## config.mk

```make
export PLATFORM = sky130hd
export DESIGN_NAME = dual_axis_averaged_command_gate_flat
export DESIGN_NICKNAME = d
export VERILOG_FILES = /design/src/rtl/core/daacg_pkg.sv /design/src/rtl/core/daacg_if.sv /design/src/rtl/core/daacg_div.sv /design/src/rtl/core/dual_axis_averaged_command_gate.sv /design/src/flat_wrapper.sv
export SDC_FILE = /design/constraint.sdc
export NUM_CORES = 1
export LEC_CHECK = 0
export ABC_CLOCK_PERIOD_IN_PS = 15300
export BUFFER_PORTS_ARGS = -buffer_cell sky130_fd_sc_hd__buf_2
export CORE_UTILIZATION = 55
export CTS_CLUSTER_DIAMETER = 120
export DETAILED_ROUTE_END_ITERATION = 16
export PLACE_DENSITY_LB_ADDON = 0.25
export SLEW_MARGIN = 20
export SYNTH_ARGS = -nofsm -noshare
export SYNTH_HDL_FRONTEND = slang
export SYNTH_SLANG_ARGS = --single-unit
```

## constraint.sdc

```tcl
create_clock -name clk_i -period 15.3 [get_ports clk_i]
set_input_delay 0.765 -clock clk_i [delete_from_list [all_inputs] [get_ports clk_i]]
set_output_delay 0.765 -clock clk_i [all_outputs]
set_load 0.05 [all_outputs]
```

## src/rtl/core/daacg_pkg.sv

```systemverilog
// Shared widths, defaults and register indexes for the averaged command gate.
`default_nettype none

package daacg_pkg;

  localparam int SAMPLE_W  = 12;  // width of a sample and of an average on the ports
  localparam int TIME_W    = 32;
  localparam int WIN_REG_W = 5;
  localparam int TOL_W     = 13;
  localparam int CFG_IDX_W = 2;
  localparam int CFG_DATA_W = 32;

  localparam int MAX_WINDOW_DEF = 16;
  localparam int ADC_BITS_DEF   = 12;

  localparam logic [WIN_REG_W-1:0] WINDOW_LEN_RST = WIN_REG_W'(8);
  localparam logic [TIME_W-1:0]    MIN_PERIOD_RST = '0;
  localparam logic [TIME_W-1:0]    MAX_PERIOD_RST = TIME_W'(1000);
  localparam logic [TOL_W-1:0]     CHANGE_TOL_RST = TOL_W'(64);

  typedef enum logic [CFG_IDX_W-1:0] {
    CFG_WINDOW_LEN = 2'd0,
    CFG_MIN_PERIOD = 2'd1,
    CFG_MAX_PERIOD = 2'd2,
    CFG_CHANGE_TOL = 2'd3
  } cfg_idx_e;

endpackage

`default_nettype wire

```

## src/rtl/core/daacg_if.sv

```systemverilog
// Handshake channels: ADC scan words in, command words out.
`default_nettype none

interface daacg_scan_if;
  logic                                valid;
  logic                                ready;
  logic [daacg_pkg::SAMPLE_W-1:0]      sample_x;
  logic [daacg_pkg::SAMPLE_W-1:0]      sample_y;
  logic [daacg_pkg::TIME_W-1:0]        time_now;

  modport source (output valid, output sample_x, output sample_y, output time_now,
                  input ready);
  modport sink   (input valid, input sample_x, input sample_y, input time_now,
                  output ready);
endinterface

interface daacg_cmd_if;
  logic                                valid;
  logic                                ready;
  logic [daacg_pkg::SAMPLE_W-1:0]      avg_x;
  logic [daacg_pkg::SAMPLE_W-1:0]      avg_y;

  modport source (output valid, output avg_x, output avg_y, input ready);
  modport sink   (input valid, input avg_x, input avg_y, output ready);
endinterface

`default_nettype wire

```

## src/rtl/core/daacg_div.sv

```systemverilog
// Two-lane restoring divider, one quotient bit per cycle, shared divisor.
`default_nettype none

module daacg_div #(
  parameter int NUM_W = 17,
  parameter int DEN_W = 5
) (
  input  wire logic                  clk_i,
  input  wire logic                  rst_ni,
  input  wire logic                  start_i,
  input  wire logic [1:0][NUM_W-1:0] num_i,
  input  wire logic [DEN_W-1:0]      den_i,
  output logic                       done_o,
  output logic [1:0][NUM_W-1:0]      quot_o
);

  localparam int CNT_W = $clog2(NUM_W + 1);

  logic                  busy_q;
  logic [CNT_W-1:0]      cnt_q;
  logic [DEN_W-1:0]      den_q;
  logic [1:0][NUM_W-1:0] num_q;
  logic [1:0][DEN_W-1:0] rem_q;

  logic [1:0][DEN_W:0]   rem_sh;
  logic [1:0]            fits;

  always_comb begin
    for (int l = 0; l < 2; l++) begin
      rem_sh[l] = {rem_q[l], num_q[l][NUM_W-1]};
      fits[l]   = rem_sh[l] >= {1'b0, den_q};
    end
  end

  always_ff @(posedge clk_i or negedge rst_ni) begin
    if (!rst_ni) begin
      busy_q <= 1'b0;
      cnt_q  <= '0;
    end else if (start_i) begin
      busy_q <= 1'b1;
      cnt_q  <= CNT_W'(NUM_W);
    end else if (busy_q) begin
      cnt_q <= cnt_q - CNT_W'(1);
      if (cnt_q == CNT_W'(1)) begin
        busy_q <= 1'b0;
      end
    end
  end

  // numerator register fills up with quotient bits from the bottom
  always_ff @(posedge clk_i) begin
    if (start_i) begin
      den_q <= den_i;
      num_q <= num_i;
      rem_q <= '0;
    end else if (busy_q) begin
      for (int l = 0; l < 2; l++) begin
        if (fits[l]) begin
          rem_q[l] <= DEN_W'(rem_sh[l] - {1'b0, den_q});
        end else begin
          rem_q[l] <= rem_sh[l][DEN_W-1:0];
        end
        num_q[l] <= {num_q[l][NUM_W-2:0], fits[l]};
      end
    end
  end

  assign done_o = busy_q && (cnt_q == CNT_W'(1));
  assign quot_o = num_q;

endmodule

`default_nettype wire

```

## src/rtl/core/dual_axis_averaged_command_gate.sv

```systemverilog
// Top level: two-axis moving average with a period-limited change gate.
//
// Usage: each word on scan_i carries an x and y sample and the current tick.
// Both samples go into a ring memory of MAX_WINDOW pairs; running sums and a
// fill count give the averages, sum / count truncated. A command word with
// the two averages goes out on cmd_o when at least min_period ticks have
// passed since the last command and either max_period has been reached or
// one axis has moved by change_tol or more; otherwise the scan yields nothing.
// Flow: a scan is taken only while the block is idle. A scan gated by
// min_period passes through the read state only; any other goes on through
// the divide and check states, the divide being done by the bit-serial
// divider, which produces one quotient bit per cycle for both axes at once.
// A command is loaded into the output register in the check state.
// A stalled receiver holds the command word in the output register; the
// block still takes and processes the next scan and waits only if that scan
// produces another command before the first has left.
// Reset marks every ring entry as unwritten, clears the sums and the last
// command and loads the register defaults. Writing window_len restarts the filter.
`default_nettype none

module dual_axis_averaged_command_gate #(
  parameter int MAX_WINDOW = daacg_pkg::MAX_WINDOW_DEF,
  parameter int ADC_BITS   = daacg_pkg::ADC_BITS_DEF
) (
  input  wire logic                               clk_i,
  input  wire logic                               rst_ni,
  input  wire logic                               cfg_we_i,
  input  wire logic [daacg_pkg::CFG_IDX_W-1:0]    cfg_idx_i,
  input  wire logic [daacg_pkg::CFG_DATA_W-1:0]   cfg_wdata_i,
  daacg_scan_if.sink                              scan_i,
  daacg_cmd_if.source                             cmd_o
);

  import daacg_pkg::*;

  localparam int SMP_W   = (ADC_BITS < SAMPLE_W) ? ADC_BITS : SAMPLE_W;
  localparam int WIN_W   = $clog2(MAX_WINDOW + 1);
  localparam int RING_AW = (MAX_WINDOW > 1) ? $clog2(MAX_WINDOW) : 1;
  localparam int SUM_W   = SMP_W + WIN_W;

  typedef enum logic [1:0] {
    ST_IDLE,
    ST_READ,
    ST_DIV,
    ST_CHECK
  } state_e;

  // configuration
  logic [WIN_REG_W-1:0] window_len_q;
  logic [TIME_W-1:0]    min_period_q;
  logic [TIME_W-1:0]    max_period_q;
  logic [TOL_W-1:0]     change_tol_q;

  // filter and gate state
  state_e               state_q;
  logic [SUM_W-1:0]     sum_x_q, sum_y_q;
  logic [WIN_W-1:0]     fill_q;
  logic [RING_AW-1:0]   slot_q;
  logic [MAX_WINDOW-1:0] valid_q;
  logic [TIME_W-1:0]    last_time_q;
  logic [SMP_W-1:0]     last_x_q, last_y_q;

  // current scan
  logic [SMP_W-1:0]     sx_q, sy_q;
  logic [TIME_W-1:0]    now_q;

  // output register
  logic                 cmd_valid_q;
  logic [SAMPLE_W-1:0]  avg_x_q, avg_y_q;

  // ring memory
  logic [2*SMP_W-1:0]   ring_mem [MAX_WINDOW];
  logic [2*SMP_W-1:0]   ring_rdata_q;

  logic                 scan_acc;
  logic [WIN_W-1:0]     win;
  logic [SMP_W-1:0]     old_x, old_y;
  logic [SUM_W-1:0]     sum_x_d, sum_y_d;
  logic [WIN_W-1:0]     fill_d;
  logic [RING_AW-1:0]   slot_d;
  logic [TIME_W-1:0]    delta;
  logic                 pass_min;
  logic                 div_start, div_done;
  logic [1:0][SUM_W-1:0] quot;
  logic [SMP_W-1:0]     ax, ay, dx, dy;
  logic                 emit;
  logic                 cmd_load;

  assign scan_i.ready = (state_q == ST_IDLE);
  assign scan_acc     = scan_i.valid && scan_i.ready;

  assign cmd_o.valid  = cmd_valid_q;
  assign cmd_o.avg_x  = avg_x_q;
  assign cmd_o.avg_y  = avg_y_q;

  always_comb begin
    if (window_len_q == '0) begin
      win = WIN_W'(1);
    end else if (32'(window_len_q) > 32'(MAX_WINDOW)) begin
      win = WIN_W'(MAX_WINDOW);
    end else begin
      win = WIN_W'(window_len_q);
    end
  end

  // an entry never written since the last restart reads as zero
  assign old_x   = valid_q[slot_q] ? ring_rdata_q[SMP_W-1:0] : '0;
  assign old_y   = valid_q[slot_q] ? ring_rdata_q[2*SMP_W-1:SMP_W] : '0;
  assign sum_x_d = sum_x_q - SUM_W'(old_x) + SUM_W'(sx_q);
  assign sum_y_d = sum_y_q - SUM_W'(old_y) + SUM_W'(sy_q);
  assign fill_d  = (fill_q < win) ? fill_q + WIN_W'(1) : win;
  assign slot_d  = ((WIN_W'(slot_q) + WIN_W'(1)) == win) ? '0 : slot_q + RING_AW'(1);

  assign delta     = now_q - last_time_q;
  assign pass_min  = delta >= min_period_q;
  assign div_start = (state_q == ST_READ) && pass_min;

  daacg_div #(
    .NUM_W (SUM_W),
    .DEN_W (WIN_W)
  ) u_div (
    .clk_i   (clk_i),
    .rst_ni  (rst_ni),
    .start_i (div_start),
    .num_i   ({sum_y_d, sum_x_d}),
    .den_i   (fill_d),
    .done_o  (div_done),
    .quot_o  (quot)
  );

  assign ax = quot[0][SMP_W-1:0];
  assign ay = quot[1][SMP_W-1:0];
  assign dx = (ax >= last_x_q) ? ax - last_x_q : last_x_q - ax;
  assign dy = (ay >= last_y_q) ? ay - last_y_q : last_y_q - ay;
  assign emit = (delta >= max_period_q) || (TOL_W'(dx) >= change_tol_q) ||
                (TOL_W'(dy) >= change_tol_q);

  // load the output register once it is free or being taken
  assign cmd_load = (state_q == ST_CHECK) && emit && (!cmd_valid_q || cmd_o.ready);

  always_ff @(posedge clk_i) begin
    if (state_q == ST_READ) begin
      ring_mem[slot_q] <= {sy_q, sx_q};
    end
    if (scan_acc) begin
      ring_rdata_q <= ring_mem[slot_q];
    end
  end

  // hold the scan while it is processed
  always_ff @(posedge clk_i) begin
    if (scan_acc) begin
      sx_q  <= scan_i.sample_x[SMP_W-1:0];
      sy_q  <= scan_i.sample_y[SMP_W-1:0];
      now_q <= scan_i.time_now;
    end
  end

  always_ff @(posedge clk_i or negedge rst_ni) begin
    if (!rst_ni) begin
      state_q      <= ST_IDLE;
      window_len_q <= WINDOW_LEN_RST;
      min_period_q <= MIN_PERIOD_RST;
      max_period_q <= MAX_PERIOD_RST;
      change_tol_q <= CHANGE_TOL_RST;
      sum_x_q      <= '0;
      sum_y_q      <= '0;
      fill_q       <= '0;
      slot_q       <= '0;
      valid_q      <= '0;
      last_time_q  <= '0;
      last_x_q     <= '0;
      last_y_q     <= '0;
      cmd_valid_q  <= 1'b0;
      avg_x_q      <= '0;
      avg_y_q      <= '0;
    end else begin
      if (cmd_load) begin
        cmd_valid_q <= 1'b1;
      end else if (cmd_o.ready) begin
        cmd_valid_q <= 1'b0;
      end

      case (state_q)
        ST_IDLE: begin
          if (scan_acc) begin
            state_q <= ST_READ;
          end
        end
        ST_READ: begin
          sum_x_q         <= sum_x_d;
          sum_y_q         <= sum_y_d;
          fill_q          <= fill_d;
          slot_q          <= slot_d;
          valid_q[slot_q] <= 1'b1;
          state_q         <= pass_min ? ST_DIV : ST_IDLE;
        end
        ST_DIV: begin
          if (div_done) begin
            state_q <= ST_CHECK;
          end
        end
        ST_CHECK: begin
          if (!emit) begin
            state_q <= ST_IDLE;
          end else if (cmd_load) begin
            avg_x_q     <= SAMPLE_W'(ax);
            avg_y_q     <= SAMPLE_W'(ay);
            last_x_q    <= ax;
            last_y_q    <= ay;
            last_time_q <= now_q;
            state_q     <= ST_IDLE;
          end
        end
        default: begin
          state_q <= ST_IDLE;
        end
      endcase

      if (cfg_we_i) begin
        case (cfg_idx_e'(cfg_idx_i))
          CFG_WINDOW_LEN: begin
            window_len_q <= cfg_wdata_i[WIN_REG_W-1:0];
            // restart the filter
            sum_x_q      <= '0;
            sum_y_q      <= '0;
            fill_q       <= '0;
            slot_q       <= '0;
            valid_q      <= '0;
          end
          CFG_MIN_PERIOD: min_period_q <= cfg_wdata_i[TIME_W-1:0];
          CFG_MAX_PERIOD: max_period_q <= cfg_wdata_i[TIME_W-1:0];
          CFG_CHANGE_TOL: change_tol_q <= cfg_wdata_i[TOL_W-1:0];
          default: ;
        endcase
      end
    end
  end

endmodule

`default_nettype wire

```

## src/flat_wrapper.sv

```systemverilog
// flat-port wrapper written by rule: the top's interface ports become plain ports
module dual_axis_averaged_command_gate_flat import daacg_pkg::*;
#(
  parameter int MAX_WINDOW = daacg_pkg::MAX_WINDOW_DEF,
  parameter int ADC_BITS   = daacg_pkg::ADC_BITS_DEF
)
  (clk_i, rst_ni, cfg_we_i, cfg_idx_i, cfg_wdata_i, scan_i_valid, scan_i_sample_x, scan_i_sample_y, scan_i_time_now, scan_i_ready, cmd_o_valid, cmd_o_avg_x, cmd_o_avg_y, cmd_o_ready);
  daacg_scan_if scan_i_i ();
  daacg_cmd_if cmd_o_i ();
  input  wire logic clk_i;
  input  wire logic rst_ni;
  input  wire logic cfg_we_i;
  input  wire logic [daacg_pkg::CFG_IDX_W-1:0] cfg_idx_i;
  input  wire logic [daacg_pkg::CFG_DATA_W-1:0] cfg_wdata_i;
  input wire logic [$bits(scan_i_i.valid)-1:0] scan_i_valid;
  input wire logic [$bits(scan_i_i.sample_x)-1:0] scan_i_sample_x;
  input wire logic [$bits(scan_i_i.sample_y)-1:0] scan_i_sample_y;
  input wire logic [$bits(scan_i_i.time_now)-1:0] scan_i_time_now;
  output wire logic [$bits(scan_i_i.ready)-1:0] scan_i_ready;
  output wire logic [$bits(cmd_o_i.valid)-1:0] cmd_o_valid;
  output wire logic [$bits(cmd_o_i.avg_x)-1:0] cmd_o_avg_x;
  output wire logic [$bits(cmd_o_i.avg_y)-1:0] cmd_o_avg_y;
  input wire logic [$bits(cmd_o_i.ready)-1:0] cmd_o_ready;
  assign scan_i_i.valid = scan_i_valid;
  assign scan_i_i.sample_x = scan_i_sample_x;
  assign scan_i_i.sample_y = scan_i_sample_y;
  assign scan_i_i.time_now = scan_i_time_now;
  assign scan_i_ready = scan_i_i.ready;
  assign cmd_o_valid = cmd_o_i.valid;
  assign cmd_o_avg_x = cmd_o_i.avg_x;
  assign cmd_o_avg_y = cmd_o_i.avg_y;
  assign cmd_o_i.ready = cmd_o_ready;
  dual_axis_averaged_command_gate #(.MAX_WINDOW(MAX_WINDOW), .ADC_BITS(ADC_BITS)) u_core (.clk_i(clk_i), .rst_ni(rst_ni), .cfg_we_i(cfg_we_i), .cfg_idx_i(cfg_idx_i), .cfg_wdata_i(cfg_wdata_i), .scan_i(scan_i_i), .cmd_o(cmd_o_i));
endmodule
```

[Yosys cells after proc, flatten, opt, wreduce, memory -nomap -nowiden]
Memories as Yosys holds them, arrays and structs flattened. A register that Yosys moved wholly into a read port is not among the register bits.
Cells that the tools add are included.
Widths: inputs -> output; s select.
Storage, ports and cells
  register bits after elaboration: 311
  bits in writable memories: 384
  bits of input ports: 95
  output and inout port bits: 26
  logic and storage cells: 131
  memories: 1
Cells by class
  add/subtract/negate cells: 15
  $lt $le $gt $ge: 12
  eq/ne operators: 11
  muxes and demuxes: 46
  bitwise logic cells: 1
  reductions and logical operators: 21
Memories
  u_core.ring_mem: depth 16, bits a word 24, read ports 1, clocked after memory_dff 1, wr ports 1, line dual_axis_averaged_command_gate.sv:72  | logic [2*SMP_W-1:0] ring_mem [MAX_WINDOW];
Operator list (number)
  $mux 17: 6
  $mux 34: 2
  $ge 32x32->1: 2
  $mux 5: 10
  $mux 12: 4
  $mux 16: 3
  $sub 12x12->12: 4
  $add 17x12->17: 2
  $sub 17x12->17: 2
  $sub 32x32->32: 1
  $ge 12x13->1: 2
  $ge 12x12->1: 2
  $mux 4: 4
  $or 16x16->16: 1
  $ge 6x5->1: 2
  $mux 2: 5
  $sub 5x5->5: 2
  $mux 1: 9
  $eq 2x2->1 const B: 4
  $pmux 2 s4: 1
  $reduce_and 2->1: 4
  $logic_and 1x1->1: 6
  $reduce_and 3->1: 2
  $add 4x1->5 const B: 1
  20 further kinds: 25

[Depth between registers and ports, before layout]
  depth after elaboration: 10
  gate-level depth with buffers: 26
  gate-level depth less buffers: 23

[By module]
Synthesis repeated with hierarchy kept, for this count alone.
Second synthesis, totals
  cells, all modules: 2620
  area, all modules: 35964.5 um^2
By module, submodules not included
  dual_axis_averaged_command_gate: times used 1, cells an instance 2407, area an instance 33235.6 um^2, seq. area each 18948.2 um^2
  daacg_div: times used 1, cells an instance 213, area an instance 2728.9 um^2, seq. area each 1521.5 um^2

[Least setup slack after synthesis]
OpenSTA, ideal clock, no wires.
  kind: reg2reg
  from: register u_core.now_q[0]
  to: register u_core.u_div.num_q (netlist bit u_core.u_div.quot_o[0]) (enable)
  setup time: 0.491 ns
  data arrival time: 4.986 ns
  data required time: 14.809 ns
  slack: 9.823 ns
  cell stages (with the launch flop): 24
  buffers on the path: 2
  clock period less this slack: 5.477 ns
  cell sequence: edfxtp_1 -> inv_1 -> ha_1 -> inv_1 -> fa_1 -> a21o_1 -> a21oi_1 -> nor4_1 -> a211oi_1 -> o31a_1 -> a31oi_2 -> a21o_1 -> a21oi_1 -> xnor2_1 -> ha_1 -> nor2b_1 -> o21ai_0 -> a21oi_1 -> o21ai_0 -> a21oi_1 -> a211oi_1 -> clkbuf_1 -> clkbuf_1 -> nand2_1
Between the ends
  longest elaborated chain between the ends: 4
RTL lines
  start, declared: line dual_axis_averaged_command_gate.sv:65  | logic [TIME_W-1:0] now_q;
  start signal, assigned: line dual_axis_averaged_command_gate.sv:155  | now_q <= scan_i.time_now;
  $sub 32x32->32: line dual_axis_averaged_command_gate.sv:114  | assign delta = now_q - last_time_q;
  $ge 32x32->1: line dual_axis_averaged_command_gate.sv:115  | assign pass_min = delta >= min_period_q;
  $logic_and 1x1->1: line dual_axis_averaged_command_gate.sv:116  | assign div_start = (state_q == ST_READ) && pass_min;
  $reduce_bool 2->1 (no line)
  end signal, assigned: line daacg_div.sv:54  | num_q <= num_i;
  end signal, assigned by index: line daacg_div.sv:63  | num_q[l] <= {num_q[l][NUM_W-2:0], fits[l]};
  end, declared: line daacg_div.sv:22  | logic [1:0][NUM_W-1:0] num_q;
Every way passes these cells.
A chain may end at the register's enable or synchronous reset.

[Final worst setup path]
  from: register u_core.u_div.num_q (netlist bit u_core.u_div.quot_o[17])
  to: register u_core.last_time_q[31]
Between the ends
  longest elaborated chain between the ends: 7
  elaborated cells on any way between the ends: 9
  classes of those cells: add/sub: 2; order compare: 2; mux: 1; reduce/logical: 4
RTL lines
  $sub 12x12->12 or $ge 12x12->1 (tied branches): line dual_axis_averaged_command_gate.sv:134  | assign dy = (ay >= last_y_q) ? ay - last_y_q : last_y_q - ay;
  $mux 12 *: line dual_axis_averaged_command_gate.sv:134
  $ge 12x13->1 *: line dual_axis_averaged_command_gate.sv:136  | (TOL_W'(dy) >= change_tol_q);
  $logic_or 1x1->1 *: line dual_axis_averaged_command_gate.sv:135  | assign emit = (delta >= max_period_q) || (TOL_W'(dx) >= change_tol_q) ||
  $logic_and 1x1->1 (2 in a row): line dual_axis_averaged_command_gate.sv:139  | assign cmd_load = (state_q == ST_CHECK) && emit && (!cmd_valid_q || cmd_o.ready);
  $reduce_and 3->1 (no line) *
  end signal, assigned: line dual_axis_averaged_command_gate.sv:211  | last_time_q <= now_q;
  end, declared: line dual_axis_averaged_command_gate.sv:60  | logic [TIME_W-1:0] last_time_q;
Mark *: on every way between the ends. The rest lies on a longest branch, timed or not.

==> qor.txt <==
number of vias per cell: 5.825
Post-Synth Simple-Gate Area: 5.791%
Yosys top cell area share: 42.19%
Final ANT Viol Nets: 0
H-tree lvl count: 3
status: finished, final reports clean
worst reg2reg setup slack: 8.28 ns
Overflow after GRT: 0
CORE AREA: 64350 um2
Final Hold Viols: 0
NetSw: 931.3 uW
crit path time final: 7.018 ns
Syn. warnings: 0
Worst Path Arrival: 7.52 ns
final core utilization: 62.00%
final WL: 79470 um
die height: 257.1 um
Critical Path Sink Type: register
# diodes: 0
Synth Area in Compound Gates: 7.626%
internal power: 3.240 mW
GR Util All Layers: 24.67%
synth unique cells: 77
combinational power share: 5.2%
Final Cycle Share: 45.87%
met1 GRT Util: 34.05%
Die ar.: 66120 um2
Slew Viols, Final: 0
top-count cell post-synth: edfxtp_1
syn nets: 2945
post-synthesis mux area share: 13.54%
router iterations before antenna repair: 5
post-synthesis sequential area ratio: 57.17%
Area Growth Syn to Fin: 11.44%
Peak VDD IR: 0.0001013 V
CP Data Required Time: 15.80 ns
synth cell count leaders: edfxtp_1, inv_1, ha_1
Post-Synth Adder-Cell Area: 9.422%
setup repair bufs after CTS: 0
Worst-Skew Late Latency: 0.65 ns
Clock Tree Root: clkbuf_16
Area contributors post-synth: edfxtp_1, dfrtp_1, mux4_2
CTS Hold Bufs: 0
layout cells sized above 1: 19.49%
Mean Syn Cell Area: 13.78 um2
met2 usage in global routing: 41.03%
DPL Wire Length: 51590 um
number of global-route vias before repair: 22188
Post-Route Setup TNS: 0 ns
slew margin rel.: 34.29%
die width: 257.1 um
startpoint types: register
# nets final: 3090
post_cts resized: 0
clock sink total: 719
GRT busiest layer: met2
clock skew: 0.04942 ns
Power Density: 104.6 nW/um2
TritonCTS clock tree: built
Slew @ Worst Pin: 0.9857 ns
drt wl/cell: 21.70 um
static leakage: 15.99 nW
largest family of logic cells by synthesized area: multiplexers
initial antenna violation count: 1
hold_ws: 0.1843 ns
Max-cap violations: 0
I/O pin count: 121
Clock transition at path regs: 0.06 ns
Clock Tree Buf Depth: 3
Mapped Cells: 2599
via count: 21331
# DRC: 0
share of flip-flops with an asynchronous set or reset: 28.65%
met3 usage: 3.388%
# setup viols final: 0
clock share of power: 43.7%
EDFF count, synth: 503
Yosys reg bits: 719
first-pass GRT wire length: 126000 um
Synth Cell Area: 35800 um2
Flop pwr share: 51.2%
Sw Ratio: 22.32%
hold crit path type: in2async
largest net degree at the start of global routing: 84
Iteration-0 DRC Markers: 1662
RSZ-0062 raised after global routing: no
Fmax: 0.1425 GHz
area leader, netlist: edfxtp_1
Crit Path Max Fanout: 44
Num CTS Buffers: 77
Main synth FF type: edfxtp_1
Worst Path Class, Setup: reg2reg
# rows: 93
Synth Area in XOR/XNOR: 2.265%
RD Place Congestion: 0.8990
# port buffers: 120
initial core utilization: 55.64%
Power, Total: 4.172 mW
==> cell usage in the layout, fill, tap and decap left out, types with 38 or more instances in the layout <==
| cell | netlist | layout |
|---|---|---|
| mux4_2 | 125 | 125 |
| buf_2 | 6 | 119 |
| o21ai_0 | 71 | 71 |
| edfxtp_1 | 503 | 503 |
| dfrtp_1 | 198 | 195 |
| inv_1 | 294 | 294 |
| a21oi_1 | 151 | 151 |
| ha_1 | 220 | 220 |
| nand2_1 | 129 | 129 |
| a21o_1 | 72 | 72 |
| clkbuf_16 | 0 | 77 |
| xnor2_1 | 59 | 59 |
| mux2i_1 | 44 | 44 |
| nor2_1 | 93 | 93 |
| mux2_2 | 122 | 122 |
| and2_1 | 39 | 38 |
==> final timing paths <==
kind,start,endpoint,depth (start not counted)
max,u_core.u_div.quot_o[17],u_core.last_time_q[31],24
max in group asynchronous,rst_ni,u_core.slot_q[1],2
max reg2reg,u_core.u_div.quot_o[17],u_core.last_time_q[31],24
min reg2reg,u_core.u_div.rem_q[4],u_core.u_div.rem_q[4],2
min in group clk_i,scan_i_sample_x[9],u_core.sx_q[9],1
min,rst_ni,u_core.last_time_q[11],1
==> routing by layer <==
| layer | vias up | wire length (um) | part of all wire [%] |
|---|---|---|---|
| met4 | 0 | 1777 | 2.2 |
| met1 | 10827 | 34760 | 44 |
| met5 | - | 0 | 0 |
| li1 | 9786 | - | - |
| met2 | 594 | 39030 | 49 |
| met3 | 124 | 3914 | 4.9 |
==> critical path, stage by stage, from the launching register on <==
cell and delay, ns:
edfxtp_1 0.42, inv_1 0.10, ha_1 0.16, inv_1 0.07, fa_1 0.40, a21oi_1 0.22
o21bai_1 0.12, a2111oi_2 0.35, nor3_1 0.14, nor4_2 0.22, o21bai_1 0.12, a21oi_2 0.60
mux2i_1 0.30, xor2_1 0.20, ha_1 0.27, a21oi_1 0.14, nor2b_1 0.07, a2111oi_2 0.27
o21ai_1 0.13, a2111oi_2 0.33, o221a_2 0.23, o311ai_1 0.23, o211ai_4 0.63, buf_4 0.65
mux2_2 0.41
==> cell type report <==
| class | count | area, um2 |
|---|---|---|
| clock buffers | 98 | 2076 |
| clock inverters | 44 | 444.2 |
| fillers | 4784 | 24450 |
| inverters | 294 | 1104 |
| multi-input cells | 1500 | 13870 |
| flip-flops and latches | 719 | 20480 |
| well taps | 855 | 1070 |
| repair buffers | 152 | 853.3 |
==> logic make-up (layout without fill, tap and decap cells) <==
family,Yosys count,after routing
buffers and inverters,380,588
DFF,719,719
xor gates and xnor gates,91,91
and+or+nand+nor,422,422
AOI/OAI and AO/OA,426,426
adders and majority gates,251,251
muxes,310,310
==> sequential cells by signal, summed over array words and instances, names as in the netlist, 10 cells and up, named ones only <==
name / flops
u_core.sum_y_q: 17
u_core.sx_q: 12
u_core.sum_x_q: 17
u_core.change_tol_q: 13
u_core.last_time_q: 32
u_core.min_period_q: 32
u_core.ring_mem: 384
u_core.cmd_o.avg_x: 12
u_core.max_period_q: 32
u_core.ring_rdata_q: 24
u_core.sy_q: 12
u_core.now_q: 32
u_core.valid_q: 16
u_core.u_div.rem_q: 10
u_core.last_y_q: 12
u_core.u_div.quot_o: 34
==> metrics by stage <==
| stage | cells | worst slack (ns) | instance area, um2 |
|---|---|---|---|
| 6_report | 3662 | 8.282 | 39900 |
| 3_3_place_gp | 3520 | 8.428 | 37370 |
| 3_5_place_dp | 3520 | 8.324 | 37370 |
| 4_1_cts | 3662 | 8.294 | 39890 |
| 5_1_grt | 3662 | 7.837 | 39900 |
| 2_1_floorplan | 2599 | 9.823 | 35800 |
==> power by group through the flow <==
stage	Clock, mW	Combinational, mW	Sequential [mW]
3_5_place_dp	0	0.216	2.17
2_1_floorplan	0	0.146	2.17
6_report	1.82	0.216	2.13
5_1_grt	1.93	0.245	2.14
4_1_cts	1.86	0.218	2.13
3_3_place_gp	0	0.209	2.17
Note: power is estimated with default switching activity, not from simulation.
